$ cat src/rtl/npc_pkg.sv
`default_nettype none
package npc_pkg;

	localparam logic [1:0] OP_WRITE = 2'd0;
	localparam logic [1:0] OP_QUERY = 2'd1;
	localparam logic [1:0] OP_GRAY  = 2'd2;

	localparam int COMP_W  = 8;
	localparam int ERR_W   = 19;
	localparam int DIV_CNT = 3;

	// command bundle from the controller to the datapath
	typedef struct packed {
		logic load;      // latch the item, clear search and build state
		logic wr_entry;  // store one expanded entry
		logic div_step;  // one bit of 255 / m
		logic gray_step; // store one ramp entry, advance the ramp
		logic issue;     // issue one palette read into the scan pipe
		logic emit;      // register the result and strobe it
	} npc_cmd_t;

	// status bundle from the datapath to the controller
	typedef struct packed {
		logic cnt_zero;
		logic issue_last;
		logic div_last;
		logic gray_last;
		logic pipe_empty;
	} npc_sts_t;

	// v*255/63 for a 6-bit level: 4v plus floor(v/21)
	function automatic logic [COMP_W-1:0] expand_level(input logic [5:0] v);
		logic [1:0] frac;
		if (v >= 6'd63) begin
			frac = 2'd3;
		end else if (v >= 6'd42) begin
			frac = 2'd2;
		end else if (v >= 6'd21) begin
			frac = 2'd1;
		end else begin
			frac = 2'd0;
		end
		return {v, 2'b00} + {6'd0, frac};
	endfunction

endpackage
`default_nettype wire

$ cat src/rtl/npc_ctrl.sv
`default_nettype none
module npc_ctrl
	import npc_pkg::*;
(
	input  wire logic       clk,
	input  wire logic       arst_n,
	input  wire logic       start,
	input  wire logic [1:0] operation,
	input  wire npc_sts_t   sts,
	output npc_cmd_t        cmd,
	output logic            busy
);

	localparam logic [2:0] S_IDLE  = 3'd0;
	localparam logic [2:0] S_WRITE = 3'd1;
	localparam logic [2:0] S_DIV   = 3'd2;
	localparam logic [2:0] S_GRAY  = 3'd3;
	localparam logic [2:0] S_SCAN  = 3'd4;
	localparam logic [2:0] S_DRAIN = 3'd5;
	localparam logic [2:0] S_DONE  = 3'd6;

	logic [2:0] state_q;
	logic [2:0] state_d;
	logic       accept;

	assign accept = start && (state_q == S_IDLE);
	assign busy   = (state_q != S_IDLE);

	always_comb begin
		state_d       = state_q;
		cmd           = '0;
		cmd.load      = accept;
		cmd.wr_entry  = (state_q == S_WRITE);
		cmd.div_step  = (state_q == S_DIV);
		cmd.gray_step = (state_q == S_GRAY);
		cmd.issue     = (state_q == S_SCAN) && !sts.cnt_zero;
		cmd.emit      = (state_q == S_DONE);
		unique case (state_q)
			S_IDLE: begin
				if (start) begin
					unique case (operation)
						OP_WRITE: state_d = S_WRITE;
						OP_QUERY: state_d = S_SCAN;
						OP_GRAY:  state_d = S_DIV;
						default:  state_d = S_DONE;
					endcase
				end
			end
			S_WRITE: state_d = S_DONE;
			S_DIV: begin
				if (sts.div_last) state_d = S_GRAY;
			end
			S_GRAY: begin
				if (sts.gray_last) state_d = S_DONE;
			end
			S_SCAN: begin
				if (sts.cnt_zero) begin
					state_d = S_DONE;
				end else if (sts.issue_last) begin
					state_d = S_DRAIN;
				end
			end
			S_DRAIN: begin
				if (sts.pipe_empty) state_d = S_DONE;
			end
			S_DONE:  state_d = S_IDLE;
			default: state_d = S_IDLE;
		endcase
	end

	always_ff @(posedge clk or negedge arst_n) begin
		if (!arst_n) begin
			state_q <= S_IDLE;
		end else begin
			state_q <= state_d;
		end
	end

endmodule
`default_nettype wire

$ cat config.mk
export PLATFORM = sky130hd
export DESIGN_NAME = npc_ctrl
export DESIGN_NICKNAME = d
export VERILOG_FILES = /design/src/rtl/npc_pkg.sv /design/src/rtl/npc_ctrl.sv
export SDC_FILE = /design/constraint.sdc
export NUM_CORES = 1
export LEC_CHECK = 0
export BUFFER_PORTS_ARGS = -buffer_cell sky130_fd_sc_hd__buf_4
export CAP_MARGIN = 10
export CORE_AREA = 8 8 45 47
export DETAILED_ROUTE_END_ITERATION = 10
export DIE_AREA = 0 0 53 55
export RECOVER_POWER = 50
export SKIP_CTS_REPAIR_TIMING = 1
export SYNTH_ARGS = -nofsm -noshare
export SYNTH_HDL_FRONTEND = slang
export SYNTH_SLANG_ARGS = --single-unit
export TNS_END_PERCENT = 1
$ cat constraint.sdc
create_clock -name clk -period 2.2 [get_ports clk]
set_input_delay 0.11 -clock clk [delete_from_list [all_inputs] [get_ports clk]]
set_output_delay 0.11 -clock clk [all_outputs]
set_load 0.05 [all_outputs]
## Yosys cells after proc, flatten, opt, wreduce, memory -nomap -nowiden

Cells that the tools add are included.

- Equal/unequal tests: 13
- Muxes and demuxes: 8
- Reductions and logical operators: 7

Operator list:

| operator | number |
|---|---|
| $mux 3 | 6 |
| $pmux 3 s6 | 1 |
| $eq 3x3->1 const B | 3 |
| $pmux 3 s3 | 1 |
| $ne 2x2->1 const B | 4 |
| $eq 3x2->1 const B | 2 |
| $reduce_and 5->1 | 1 |
| $eq 3x1->1 const B | 1 |
| $logic_not 3->1 | 1 |
| $ne 3x3->1 const B | 1 |
| $reduce_bool 3->1 | 1 |
| $eq 2x1->1 const B | 1 |
| $eq 2x2->1 const B | 1 |
| $logic_and 1x1->1 | 2 |
| $logic_not 2->1 | 1 |
| $logic_not 1->1 | 1 |

- Flip-flop bits (word level): 3
- Input bits: 10
- Output and inout port bits: 7
- Logic and storage cells: 29

## Longest topological paths before layout

- Depth after elaboration: 4
- Mapped depth: 5
- Gate-level depth less buffers: 4

## Worst setup path before layout

No wires, ideal clock.

- Path type: reg-to-output
- Start: register state_q[2]
- End: output cmd[1] in the netlist's numbering
- Data arrival time: 2294 ps
- Data required time: 2090 ps
- Slack: -204 ps
- Cell stages (with the launch flop): 3
- Path buffers: 1
- Cells stage by stage: dfrtp_1 clkbuf_1 nor4b_1

RTL lines:

| item | RTL line | text |
|---|---|---|
| from (decl) | npc_ctrl.sv:22 | `logic [2:0] state_q;` |
| from (signal assigned) | npc_ctrl.sv:75 | `state_q <= state_d;` |
| to (decl) | npc_ctrl.sv:10 | `output npc_cmd_t cmd,` |

## Worst setup path in the final report

- Start: register state_q[1]
- End: register state_q[1]

- Word-level cells in the longest chain between the ends: 3
- Elaborated cells between the ends (all ways): 13
- Classes of those cells: eq/ne: 10; mux: 1; reduce/logical: 2

RTL lines:

| item | RTL line | text |
|---|---|---|
| $eq 3x3->1 (tied with other cells) | npc_ctrl.sv:38 | `unique case (state_q)` |
| $ne 3x3->1 (no line) / $ne 2x2->1 (equally long branches) | n/a |  |
| $reduce_and 5->1 (no line) | n/a |  |

Several ways; a longest one is shown, not always the timed one.
A chain may end at the register's enable or synchronous reset.

==> results.json <==
{
  "hpwl_um": 642,
  "synthCells": 35,
  "nets": 63,
  "cts_buffers": 3,
  "reg2reg_slack_ns": 0.47,
  "coreArea_um2": 1380,
  "insertion_delay_ns": 0.23,
  "grt_antenna_before_repair": 0,
  "r2r_cells": 4,
  "vias": 300,
  "seq_area_frac_synth": 0.263,
  "clk_pin_slew_worst_paths_ns": 0.04,
  "period_minus_slack_ns": 1.73,
  "die_area_um2": 2920,
  "wirelength_um": 801,
  "clock.fmax_mhz": 579,
  "grt_pass1_wl_mm": 1.27,
  "r2r-end": "state_q[1]",
  "setup_viol": 0,
  "diodes": 0,
  "ys_ff_latch": 3,
  "worstMarginPinSlew_ns": 0.603,
  "ir_drop_uv": 433,
  "crit_type": "register to register",
  "track_usage": 0.0613,
  "via_per_inst": 4.41,
  "maxCapViolations": 0,
  "drc": 0,
  "rows": 14,
  "fillers": 160,
  "htree_num_levels": 1,
  "dr.first_iter.drc_count": 6,
  "syn_avg_cell_area_um2": 8.15,
  "final_layout_size_suffix_gt1_frac": 0.404,
  "start_util": 0.206,
  "cellPowerDensity_nw_per_um2": 1590,
  "wl_per_cell_um": 11.8,
  "holdPathStages": 3,
  "finalCritPeriodShare": 0.786,
  "die_y_um": 55,
  "clock-sinks": 3,
  "num_io_pins": 17,
  "dr.pass1.iters": 2,
  "synth_nets": 45,
  "worstPathRequired_ns": 2.31,
  "setup.worst_path.start_class": "register",
  "drtAntennaViolNets": 0,
  "largest_reg_flops": 3,
  "grt_max_degree": 15,
  "grt_pass1_vias": 311,
  "grt_overflow": 0,
  "gp_congestion": 0.733,
  "p_leak_nw": 0.194,
  "hold_viol": 0,
  "hp-class": "primary input to register",
  "ys_types": 23,
  "arrival_ns": 1.84,
  "r2r-start": "state_q[1]",
  "die_x_um": 53,
  "area_growth_pct": 50.9,
  "endpoint_kind": "register",
  "root_buffer": "clkbuf_4",
  "clock_skew_ns": 0.00221,
  "cts_tree": "done",
  "fin_tns_setup_ns": 0,
  "run_status": "completed",
  "cp_max_fo": 11,
  "yosys_warnings": 0,
  "cp-endpoint": "state_q[1]",
  "clockBufferDepth": 2,
  "syn_area_um2": 285,
  "largest_register": "state_q",
  "rsz0062_at_grt": "no",
  "utilization": 0.311,
  "worstSetupStartpoint": "state_q[1]",
  "reg.largest.list": "state_q (3)",
  "drv_slew": 0,
  "slew_headroom": 0.600,
  "numPortBuffers": 16
}
[how the worst min path moves through the flow]
stage	start	end
6_report	operation[0]	state_q[2]
5_1_grt	operation[0]	state_q[2]
4_1_cts	arst_n	state_q[1]
3_5_place_dp	arst_n	state_q[0]
3_3_place_gp	arst_n	state_q[0]
2_1_floorplan	arst_n	state_q[0]
[logic make-up (layout without fill, tap and decap cells)]
group,after synthesis,after routing,share of synthesized area
DFF,3,3,0.263
muxes,2,2,0.0877
AOI/OAI and AO/OA,10,10,0.254
buffers and inverters,7,24,0.140
and+or+nand+nor,13,13,0.254
[critical path, cell delays in order (launching register included)]
cell and delay, ns:
dfrtp_1 0.50, inv_1 0.15, or4_4 0.50, o311ai_2 0.13
mux2_4 0.33
[power breakdown]
group          switching, mW  internal [mW]
combinational          0.270          0.160
clock                 0.0264         0.0678
sequential            0.0770         0.0823
[routing by layer]
metal | up-vias | track usage | part of all wire
met5 | - | 0 | 0
met1 | 126 | 0.0686 | 0.47
met3 | 2 | 0.0241 | 0.056
li1 | 161 | - | -
met4 | 0 | 0.0776 | 0.039
met2 | 11 | 0.0781 | 0.43
[cell type report]
class,count,area (µm²),share of cell area
clock buffers,4,26.3,0.0610
multi-input cells,25,176,0.410
inverters,3,13.8,0.0320
well taps,16,20.0,0.0465
flip-flops and latches,3,75.1,0.174
repair buffers,17,119,0.276
[synthesized netlist by cell type, drive strengths merged]
library cell,n,area (µm²)
nor4b,1,8.76
mux2i,1,10.0
nand2,2,7.51
clkbuf,2,7.51
nor3,3,15.0
o2111ai,1,8.76
and3,1,6.26
inv,3,13.8
buf,2,18.8
o21ai,5,25.0
o311ai,2,25.0
a21oi,1,5.00
nor2b,1,6.26
or3,1,6.26
mux2,1,15.0
or4,1,11.3
nor2,3,11.3
a2bb2oi,1,8.76
dfrtp,3,75.1
[metrics by stage]
stage	worst slack (ns)	hold WS, ns	instances	instance area [µm²]	power [mW]
after global placement	0.492	-0.0993	63	405	0.604
after global routing	0.389	0.224	68	430	0.734
after detailed placement	0.471	-0.0951	63	405	0.607
after CTS	0.461	-0.338	67	432	0.705
final	0.472	0.206	68	430	0.684
after floorplan	0.394	-0.186	35	292	0.512
[placed cells by master (no fill, tap or decap)]
cell	n
or3_1	1
o311ai_2	1
buf_4	13
clkbuf_1	4
o21ai_0	5
nor2_1	3
mux2i_1	1
and3_1	1
dlygate4sd3_1	1
or4_4	1
clkbuf_4	3
o2111ai_1	1
nor2b_1	1
nand2_1	2
inv_4	1
o311ai_0	1
inv_1	2
a21oi_1	1
dfrtp_1	3
nor4b_2	1
a2bb2oi_1	1
mux2_4	1
nor3_1	3
(Power assumes the default switching activity.)
